<file path="src/rtl/core/spectrum_frame_assembler_core_assert.svh">
// ---------------------------------------------------------------------------
// Assertion macros shared by the spectrum frame assembler RTL.
// ---------------------------------------------------------------------------
`ifndef SPECTRUM_FRAME_ASSEMBLER_CORE_ASSERT_SVH
`define SPECTRUM_FRAME_ASSEMBLER_CORE_ASSERT_SVH

// Overlapping implication, checked out of reset.
`define SFA_ASSERT_NOW(name, clk, rst, pre, post, msg) \
   name: assert property (@(posedge clk) disable iff (rst) (pre) |-> (post)) \
      else $error(msg);

// Next-cycle implication, checked out of reset.
`define SFA_ASSERT_NXT(name, clk, rst, pre, post, msg) \
   name: assert property (@(posedge clk) disable iff (rst) (pre) |=> (post)) \
      else $error(msg);

`endif

</file>
<file path="src/rtl/core/sfa_pkg.sv">
// ---------------------------------------------------------------------------
// sfa_pkg
// Types and fixed constants of the spectrum frame assembler.
// ---------------------------------------------------------------------------
package sfa_pkg;

   localparam int BYTES       = 8;
   localparam int BANKS       = 4;
   localparam int WORD_W      = 16;
   localparam int CNT_W       = 11;
   localparam int RIDX_W      = 10;
   localparam int REQ_TDATA_W = 80;
   localparam int RSP_TDATA_W = 24;

   // frame classes
   localparam logic [2:0] CLS_HDR_ACC = 3'd0;
   localparam logic [2:0] CLS_HDR_IGN = 3'd1;
   localparam logic [2:0] CLS_DATA    = 3'd2;
   localparam logic [2:0] CLS_DROP    = 3'd3;
   localparam logic [2:0] CLS_READ    = 3'd4;

   // register indexes
   localparam logic CSR_SIZE_IS_128 = 1'b0;
   localparam logic CSR_INIT_PHASE  = 1'b1;

   localparam logic [7:0]  HDR_TAG     = 8'h07;
   localparam logic [7:0]  HDR_ZERO    = 8'h00;
   localparam logic [15:0] HDR_TIME    = 16'h0001;
   localparam logic [7:0]  ANN_TAG     = 8'h00;
   localparam logic [7:0]  ANN_MAX     = 8'hFF;
   localparam logic [5:0]  BLANK_LARGE = 6'd48;
   localparam logic [5:0]  BLANK_SMALL = 6'd6;
   localparam int          SIZE_LARGE_NOM = 1024;
   localparam int          SIZE_SMALL_NOM = 128;

   typedef struct packed {
      logic frame;   // link frame for this lane
      logic rd;      // read for this lane
      logic hdr;     // header signature seen
      logic hdr_ok;  // header time and length match
      logic rd_ok;   // read index inside size and past blanking
   } sfa_cmd_type;

   typedef struct packed {
      logic [2:0] cls;
      logic       done;
      logic       cbuf;
   } sfa_lane_rsp_type;

   typedef struct packed {
      logic [2:0] cls;
      logic       done;
      logic       cbuf;
      logic       ann;
   } sfa_rsp_type;

endpackage

</file>
<file path="src/rtl/core/sfa_merge.sv">
// ---------------------------------------------------------------------------
// sfa_merge
// Combines the lanes' read data with the decision and holds the result word.
// ---------------------------------------------------------------------------
`include "spectrum_frame_assembler_core_assert.svh"

module sfa_merge import sfa_pkg::*; #(
   parameter int NUM_LANES = 4
) (
   input  logic                              clock,
   input  logic                              reset,
   input  logic                              acc,
   input  sfa_rsp_type                       s0_rsp,
   input  logic [NUM_LANES-1:0][WORD_W-1:0]  lane_words,
   output logic                              req_ready,
   output logic                              rsp_valid,
   input  logic                              rsp_ready,
   output sfa_rsp_type                       rsp_item,
   output logic [WORD_W-1:0]                 rsp_word
);

   logic              s1_valid_ff, s1_valid_in;
   sfa_rsp_type       s1_rsp_ff;
   logic              o_valid_ff, o_valid_in;
   sfa_rsp_type       o_rsp_ff;
   logic [WORD_W-1:0] o_word_ff;
   logic [WORD_W-1:0] word_or;
   logic              s1_move;

   // idle lanes drive zero
   always_comb begin
      word_or = '0;
      for (int l = 0; l < NUM_LANES; l++) begin
         word_or = word_or | lane_words[l];
      end
   end

   assign s1_move     = s1_valid_ff && (!o_valid_ff || rsp_ready);
   assign req_ready   = !s1_valid_ff || s1_move;
   assign s1_valid_in = acc || (s1_valid_ff && !s1_move);
   assign o_valid_in  = s1_move || (o_valid_ff && !rsp_ready);

   always_ff @(posedge clock) begin
      if (reset) begin
         s1_valid_ff <= 1'b0;
         o_valid_ff  <= 1'b0;
      end else begin
         s1_valid_ff <= s1_valid_in;
         o_valid_ff  <= o_valid_in;
      end
   end

   always_ff @(posedge clock) begin
      if (acc) begin
         s1_rsp_ff <= s0_rsp;
      end
      if (s1_move) begin
         o_rsp_ff  <= s1_rsp_ff;
         o_word_ff <= word_or;
      end
   end

   assign rsp_valid = o_valid_ff;
   assign rsp_item  = o_rsp_ff;
   assign rsp_word  = o_word_ff;

   `SFA_ASSERT_NOW(a_mrg_no_overrun, clock, reset, acc, !s1_valid_ff || s1_move, "word accepted over a held stage")
   `SFA_ASSERT_NXT(a_mrg_hold, clock, reset, s1_valid_ff && !s1_move, s1_valid_ff && $stable(s1_rsp_ff), "held word lost")
   `SFA_ASSERT_NXT(a_mrg_word_zero, clock, reset, s1_move && s1_rsp_ff.cls != CLS_READ, o_word_ff == '0, "non-read word carries data")

endmodule
</file>
<file path="config.mk">
export PLATFORM = sky130hd
export DESIGN_NAME = sfa_merge
export DESIGN_NICKNAME = d
export VERILOG_FILES = /design/src/rtl/core/sfa_pkg.sv /design/src/rtl/core/sfa_merge.sv
export VERILOG_INCLUDE_DIRS = /design/src /design/src/rtl/core
export SDC_FILE = /design/constraint.sdc
export NUM_CORES = 1
export LEC_CHECK = 0
export ABC_AREA = 1
export BUFFER_PORTS_ARGS = -buffer_cell sky130_fd_sc_hd__buf_2
export CAP_MARGIN = 20
export CORE_AREA = 2 2 63 50
export CTS_BUF_LIST = sky130_fd_sc_hd__clkbuf_4
export CTS_CLUSTER_DIAMETER = 60
export DETAILED_ROUTE_END_ITERATION = 7
export DIE_AREA = 0 0 65 52
export GPL_ROUTABILITY_DRIVEN = 0
export MAX_ROUTING_LAYER = met4
export PLACE_DENSITY_LB_ADDON = 0.05
export SETUP_SLACK_MARGIN = 0.2
export SYNTH_ARGS = -nofsm -noshare
export SYNTH_HDL_FRONTEND = slang
export SYNTH_SLANG_ARGS = --single-unit
</file>
<file path="constraint.sdc">
create_clock -name clock -period 4.08 [get_ports clock]
set_clock_uncertainty 0.15 [all_clocks]
set_input_delay 1.224 -clock clock [delete_from_list [all_inputs] [get_ports clock]]
set_output_delay 1.224 -clock clock [all_outputs]
set_load 0.005 [all_outputs]
</file>
==> reports/metrics.cfg, run 1 <==
[floorplan]
io_pins = 98
die_height_um = 52
fp.dieW_um = 65
row_count = 17
die_area_um2 = 3380
initial_core_util = 0.396
core_um2 = 2790

[logic_synthesis]
synth-seq-area-share = 0.797
yosys.area.top_type_share = 0.761
syn_nets = 160
synth_area_per_cell_um2 = 12.8
synth-seq-cells = 30
synth.largest_area_cell = edfxtp_1
synth_area_um2 = 1100
synthTopCellsByArea = edfxtp_1 76%, nor2_1 11%, nand2_1 5.8%
synth-adder-area-share = 0
synth-xor-area-share = 0
synth_top_family_by_area = simple AND/OR/NAND/NOR gates
synth_compound_area_frac = 0.0170
synthSimpleGateAreaFrac = 0.176
yosysWarningCount = 0
synth_mux_area_frac = 0
synth.distinct_cells = 8
syn_inst = 86

[route]
first_iter_violations = 11
avgViaCountPerCell = 4.23
drc = 0
dr_wl_met3_um = 240
wl_um = 2240
routed.top_layer = met4
wirelength_met1_um = 781
wl_met2_um = 1180
vias = 972
antenna_left = 0
first_pass_iters = 4
wire_per_inst_um = 9.74

[final_layout]
drive_above_1_share = 0.568
post-route-util = 0.620
multi_input_area_um2 = 216
n_fill_cell = 237
insertedDiodeCount = 0
seq_area_um2 = 881
syn_to_final_growth_pct = 56.3
fin_nets = 265
final_area_um2 = 1730

[pwr]
p_per_area_nw_per_um2 = 367
ir_drop_mv = 0.237
p_int_mw = 0.511
swShare = 0.195
clockPowerShare = 0.351
p_switching_mw = 0.124
p_leak_nw = 0.753
seqPwrFrac = 0.557
combPwrFrac = 0.093

[worst_setup_path]
crit_type = in -> out
cp.arrival_ps = 1650
crit_path_end_kind = primary output
start_kind = input pin
cp.required_ps = 2710
cp_max_fo = 3

[clocking]
clk_path_buf_depth = 2
root_buffer = clkbuf_4
cts_buffers = 5
hold_buffers = 0
clk_latency_ps = 310
clkSinkCount = 30
clkTransAtPathRegs_ps = 90
cts_htree_levels = 2
cts_setup_buffers = 0
cts.repair.resized = 0
cts_tree = yes

[timing]
grt_setup_unrepaired = no
slew_viol_final = 0
finalSetupTns_ps = 0
tightest_slew_ps = 658
fmax_ghz = 0.330
min_period_ps = 3030
period_share = 0.742
relSlewSlack = 0.561
setup_viol = 0
final.setup.worst_slack_ps = 1050
timing.final.hold_violations = 0

[global_route]
grt_pass1_wl_um = 3430
antenna_found_initial = 0
grtUsageTotal = 0.147
grt-ovfl-total = 0
grt_pass1_vias = 910
grt_max_degree = 13

[place]
port_buffers = 97
postPlaceCellArea_um2 = 1650
place_ws_ps = 1050
dpl.hpwl_um = 1870

[outcome]
outcome = finished, final reports clean

[hold_path]
hold_path_class = reg -> reg

[job]
drv_cap = 0

## Yosys cell counts (all sizes together)
library cell and number:
inv 3, dfxtp 2, nand3 1, edfxtp 28
a21oi 3, nor2 32, nand2 17
## cells in the final DEF, fill, tap and decap left out, drive strengths merged, types with 2 or more instances in the layout
cell type,n
a21oi,3
buf,98
clkbuf,5
clkinv,2
dfxtp,2
edfxtp,28
inv,3
nand2,17
nor2,32
## power groups by stage
stage	clock network, mW	registers [mW]	logic (mW)
6_report	0.223	0.353	0.0588
5_1_grt	0.244	0.354	0.0670
4_1_cts	0.232	0.353	0.0599
3_5_place_dp	0	0.360	0.0599
3_3_place_gp	0	0.360	0.0574
2_1_floorplan	0	0.361	0.0142
## registers in the layout (all words and copies together) (netlist names)
signal,flops
rsp_valid,1
s1_valid_ff,1
rsp_word,16
rsp_item,6
s1_rsp_ff,6
## critical path: stages
cell and delay [ps]:
buf_2 90, inv_1 100, nand3_2 90, buf_2 140
## final cells by class
cell class,instances,area share
Inverter,3,0.00652
Multi-Input combinational cell,53,0.125
Tap cell,38,0.0275
Sequential cell,30,0.510
Clock buffer,5,0.0217
Clock inverter,3,0.0232
Timing Repair Buffer,98,0.286
## metal layers
metal / vias up / GRT usage
met5: - / -
met4: 0 / 0.0745
met3: 5 / 0.0584
met2: 56 / 0.282
met1: 411 / 0.122
li1: 500 / -
## final timing paths
check                     from           to  slack, ps  depth (start not counted)
setup / recovery     rsp_ready    req_ready       1050                          4
hold / removal    s1_rsp_ff[1]  rsp_item[1]        280                          0
setup reg to reg   s1_valid_ff  rsp_word[5]       2400                          3
hold reg to reg   s1_rsp_ff[1]  rsp_item[1]        280                          0
## through the flow
step	power [mW]	cells	hold WS, ps
global placement	0.417	222	255
floorplan	0.375	86	250
finish	0.635	230	279
detailed placement	0.420	222	256
CTS	0.645	230	279
global route	0.665	230	291
## cells by family (layout without fill, tap and decap cells)
| kind of cell | count (synthesis) | count (layout) |
|---|---|---|
| flops | 30 | 30 |
| compound gates | 3 | 3 |
| buf+inv | 3 | 109 |
| simple gates | 50 | 50 |
Note: power is estimated with default switching activity, not from simulation.
==> run 2, diff against run 1 <==
CORE_AREA = 2 2 66 52   (was 2 2 63 50)
DIE_AREA = 0 0 68 54   (was 0 0 65 52)
clock period = 2.9 ns   (was 4.08 ns; I/O delays follow)
==> reports/metrics.cfg, run 2 (same netlist as run 1, synthesis figures left out) <==
[outcome]
outcome = finished, final reports clean

[final_layout]
largest_register_ffs = 16  ; unchanged
seq_area_um2 = 881  ; unchanged
final_cell_mix = 97 x buf_2, 32 x nor2_1, 28 x edfxtp_1
fin_nets = 266  ; +0.38%
drive_above_1_share = 0.565  ; -0.00294
mostFrequentLayoutCell = buf_2
insertedDiodeCount = 0  ; unchanged
n_fill_cell = 279  ; +18%
syn_to_final_growth_pct = 55.0
layout.cells.non_filler = 233  ; +1.3%
multi_input_area_um2 = 216  ; unchanged
post-route-util = 0.551  ; -0.0685

[clocking]
hold_buffers = 0  ; unchanged
cts_tree = yes
clkTransAtPathRegs_ps = 100  ; about the same
clk_path_buf_depth = 2  ; unchanged
cts.repair.resized = 0  ; unchanged
cts_buffers = 5  ; unchanged
clkSinkCount = 30  ; unchanged
cts_setup_buffers = 0  ; unchanged
clk_latency_ps = 320  ; about the same
cts_htree_levels = 2  ; unchanged
root_buffer = clkbuf_4

[worst_setup_path]
crit_type = in -> out
cp_max_fo = 3  ; unchanged
critPathLaunch = rsp_ready
start_kind = input pin
crit_path_end_kind = primary output
cp.required_ps = 1880  ; -830 ps
cp.arrival_ps = 1290  ; -360 ps
r2r_start = s1_valid_ff

[timing]
fmax_ghz = 0.433
timing.hold.ws_ps = 278  ; -1.04 ps
period_share = 0.795
tightest_slew_ps = 168  ; -489 ps
setup_viol = 0  ; unchanged
slew_viol_final = 0  ; unchanged
finalSetupTns_ps = 0  ; unchanged
relSlewSlack = 0.888  ; +0.326
grt_setup_unrepaired = no
min_period_ps = 2310
timing.final.hold_violations = 0  ; unchanged

[global_route]
grtUsageTotal = 0.132  ; -0.0150
grt-ovfl-total = 0  ; unchanged
grt_pass1_vias = 871  ; -4.3%
grt_pass1_wl_um = 3210  ; -6.4%
grt_max_degree = 13  ; unchanged
antenna_found_initial = 0  ; unchanged

[hold_path]
hold_path_class = reg -> reg
min_from = s1_rsp_ff[5]

[place]
place_inst = 225  ; +1.4%
dpl.hpwl_um = 1820  ; -3.1%
port_buffers = 97  ; unchanged

[floorplan]
die_height_um = 54  ; +3.8%
initial_core_util = 0.355  ; -0.0410
io_pins = 98  ; unchanged
core_um2 = 3110  ; +12%
fp.dieW_um = 68  ; +4.6%
die_area_um2 = 3670  ; +8.6%
row_count = 18  ; +1

[pwr]
ir_drop_mv = 0.276  ; +16%
p_leak_nw = 0.742  ; -1.5%
p_per_area_nw_per_um2 = 470  ; +28%

[route]
wl_um = 2190  ; -2.4%
drc = 0  ; unchanged
vias = 960  ; -1.2%
antenna_left = 0  ; unchanged
wire_per_inst_um = 9.39  ; -3.7%
avgViaCountPerCell = 4.12  ; -2.5%
first_pass_iters = 3  ; -1
first_iter_violations = 16  ; +5

[job]
drv_cap = 0  ; unchanged

-- run 2: changes by cell type in the layout (fill, tap and decap cells not counted) --
cell / previous run / this run
bufinv_16: 1 / 0
clkinvlp_4: 0 / 1
clkinv_1: 0 / 1
clkinv_2: 2 / 1
buf_4: 1 / 2
-- run 2: metal layers --
layer  global-route usage  wire (µm)  vias to the layer above
met3               0.0795        289                        4
met5                    -          0                        -
met2                0.249       1130                       54
met1               0.0983        737                      401
li1                     -          -                      501
met4               0.0567         28                        0
-- run 2: where the power goes --
part	total, mW	internal (mW)	switching (mW)
combinational	0.0835	0.0493	0.0342
sequential	0.497	0.492	0.00471
clock	0.226	0.0900	0.136
total	0.806	0.631	0.175
-- run 2: critical path: stages --
cell and delay (ps):
buf_2 90, inv_1 100, nand3_2 90, buf_2 140
-- run 2: area by class of cell --
| cell class | instances | share of cell area |
|---|---|---|
| Tap cell | 40 | 0.0292 |
| Timing Repair Buffer | 99 | 0.292 |
| Clock buffer | 5 | 0.0219 |
| Clock inverter | 3 | 0.00950 |
| Sequential cell | 30 | 0.514 |
| Inverter | 3 | 0.00657 |
| Multi-Input combinational cell | 53 | 0.126 |
-- run 2: path summary, 6_finish.rpt --
check	slack, ps	cells past startpoint	to
setup / recovery	590	4	req_ready
hold / removal	280	0	rsp_item[5]
hold reg to reg	280	0	rsp_item[5]
setup reg to reg	1720	3	rsp_word[8]
-- run 2: per-stage QoR --
step           total power [mW]  cell area [µm²]  setup WS [ps]
2_1_floorplan             0.528             1100            307
3_3_place_gp              0.588             1660            608
3_5_place_dp              0.592             1660            594
4_1_cts                   0.819             1710            595
5_1_grt                   0.859             1710            578
6_report                  0.806             1710            593
==> run 3, diff against run 2 <==
ABC_AREA = 0   (was 1)
CORE_AREA = 2 2 68 54   (was 2 2 66 52)
DIE_AREA = 0 0 70 56   (was 0 0 68 54)
clock period = 2 ns   (was 2.9 ns; I/O delays follow)
==> reports/metrics.cfg, run 3 <==
[timing]
final.setup.worst_slack_ps = 242  ; -351 ps
grt_setup_unrepaired = no
timing.final.hold_violations = 0  ; unchanged
min_period_ps = 1760
setup_viol = 0  ; unchanged
fmax_ghz = 0.569
period_share = 0.879
slew_viol_final = 0  ; unchanged
finalSetupTns_ps = 0  ; unchanged
relSlewSlack = 0.665  ; -0.223
tightest_slew_ps = 503  ; +335 ps

[final_layout]
fin_nets = 231  ; -13%
syn_to_final_growth_pct = 56.4
layout.cells.non_filler = 198  ; -15%
final_cell_mix = 97 x buf_2, 28 x edfxtp_1, 16 x or4_1
mostFrequentLayoutCell = buf_2
insertedDiodeCount = 0  ; unchanged
drive_above_1_share = 0.652  ; +0.0871
post-route-util = 0.508  ; -0.0433
largest_register_ffs = 16  ; unchanged

[logic_synthesis]
synth_edf_count = 28  ; unchanged
yosysWarningCount = 0  ; unchanged
yosys.area.top_type_share = 0.810  ; +0.0486
synthTopCellsByArea = edfxtp_1 81%, or4_1 12%, dfxtp_1 3.9%
synth-main-ff-cell = edfxtp_1
async_reset_ff_frac = 0  ; unchanged
syn_nets = 127  ; -21%
synth-seq-area-share = 0.848  ; +0.0509
yosysMostFrequentCell = edfxtp_1
synth_area_per_cell_um2 = 19.6  ; +53%
synth.largest_area_cell = edfxtp_1
synth_common_cells = 28 x edfxtp_1, 16 x or4_1, 2 x a21oi_1, 2 x dfxtp_1, 2 x inv_1
synth.distinct_cells = 8  ; unchanged
syn_inst = 53  ; -38%
synth_area_um2 = 1040  ; -6.0%
synth-seq-cells = 30  ; unchanged

[job]
drv_cap = 0  ; unchanged

[route]
first_pass_iters = 4  ; +1
wl_um = 2300  ; +5.0%
first_iter_violations = 18  ; +2
wire_per_inst_um = 11.6  ; +24%
vias = 874  ; -9.0%
drc = 0  ; unchanged
avgViaCountPerCell = 4.41  ; +7.1%
antenna_left = 0  ; unchanged

[place]
place_ws_ps = 194  ; -400 ps
place_inst = 190  ; -16%
port_buffers = 97  ; unchanged

[pwr]
p_per_area_nw_per_um2 = 702  ; +49%
ir_drop_mv = 0.497  ; +80%
p_leak_nw = 0.697  ; -6.0%
finalPower_mw = 1.14  ; +42%

[global_route]
grt_pass1_vias = 893  ; +2.5%
grt_pass1_wl_um = 3680  ; +15%
antenna_found_initial = 0  ; unchanged
grt_max_degree = 23  ; +10
grt-ovfl-total = 0  ; unchanged
grtUsageTotal = 0.129  ; -0.00301

[clocking]
cts_setup_buffers = 0  ; unchanged
clkTransAtPathRegs_ps = 90  ; about the same
hold_buffers = 0  ; unchanged
cts_tree = yes
root_buffer = clkbuf_4
cts_htree_levels = 2  ; unchanged
cts_buffers = 5  ; unchanged
cts.repair.resized = 0  ; unchanged
clkSinkCount = 30  ; unchanged
clk_path_buf_depth = 2  ; unchanged
clk_latency_ps = 310  ; about the same

[worst_setup_path]
cp.required_ps = 1250  ; -630 ps
r2r_setup_slack_ps = 590  ; -1130 ps
cp.arrival_ps = 1010  ; -280 ps
crit_type = in -> out
crit_path_end_kind = primary output
start_kind = input pin
cp_max_fo = 2  ; -1

[floorplan]
io_pins = 98  ; unchanged
die_height_um = 56  ; +3.7%
initial_core_util = 0.325  ; -0.0307
fp.dieW_um = 70  ; +2.9%
row_count = 18  ; unchanged
die_area_um2 = 3920  ; +6.8%
core_um2 = 3200  ; +2.9%

[hold_path]
hold_path_class = reg -> reg

[outcome]
outcome = finished, final reports clean

run 3: per-stage QoR:
| stage | hold WS, ps | cell area [µm²] |
|---|---|---|
| global placement | 252 | 1580 |
| detailed placement | 255 | 1580 |
| global route | 272 | 1620 |
| finish | 278 | 1620 |
| floorplan | 250 | 1040 |
| CTS | 279 | 1620 |
run 3: kinds of logic after synthesis:
| group | synth area share |
|---|---|
| buf+inv | 0.00723 |
| simple gates | 0.135 |
| compound gates | 0.00964 |
| flops | 0.848 |
run 3: path summary, 6_finish.rpt:
kind,start,end,depth (start not counted)
worst max-delay path,rsp_ready,req_ready,3
worst min-delay path,s1_rsp_ff[0],rsp_item[0],0
worst max register to register,rsp_valid,rsp_word[7],2
worst min register to register,s1_rsp_ff[0],rsp_item[0],0
run 3: layout make-up:
class / instances / area (µm²)
clock buffer: 5 / 37.5
clock inverter: 3 / 11.3
fill: 299 / 1570
inverter: 2 / 7.51
multi-input combinational: 21 / 151
sequential: 30 / 881
tap: 40 / 50.0
timing repair buffer: 97 / 485
run 3: metal layers:
layer,vias to the layer above,wire length (µm),global-route usage
met5,-,0,-
li1,429,-,-
met2,65,1120,0.216
met4,0,24,0.0659
met3,4,303,0.0580
met1,376,850,0.126
run 3: power breakdown:
part | switching (mW) | internal, mW | leakage, nW
Clock | 0.182 | 0.125 | 0.0277
Combinational | 0.0402 | 0.0669 | 0.404
Sequential | 0.00780 | 0.719 | 0.266
Total | 0.230 | 0.911 | 0.697
run 3: worst max-delay path: stages:
cell and delay [ps]:
buf_2 100, nand3b_1 170, buf_2 140
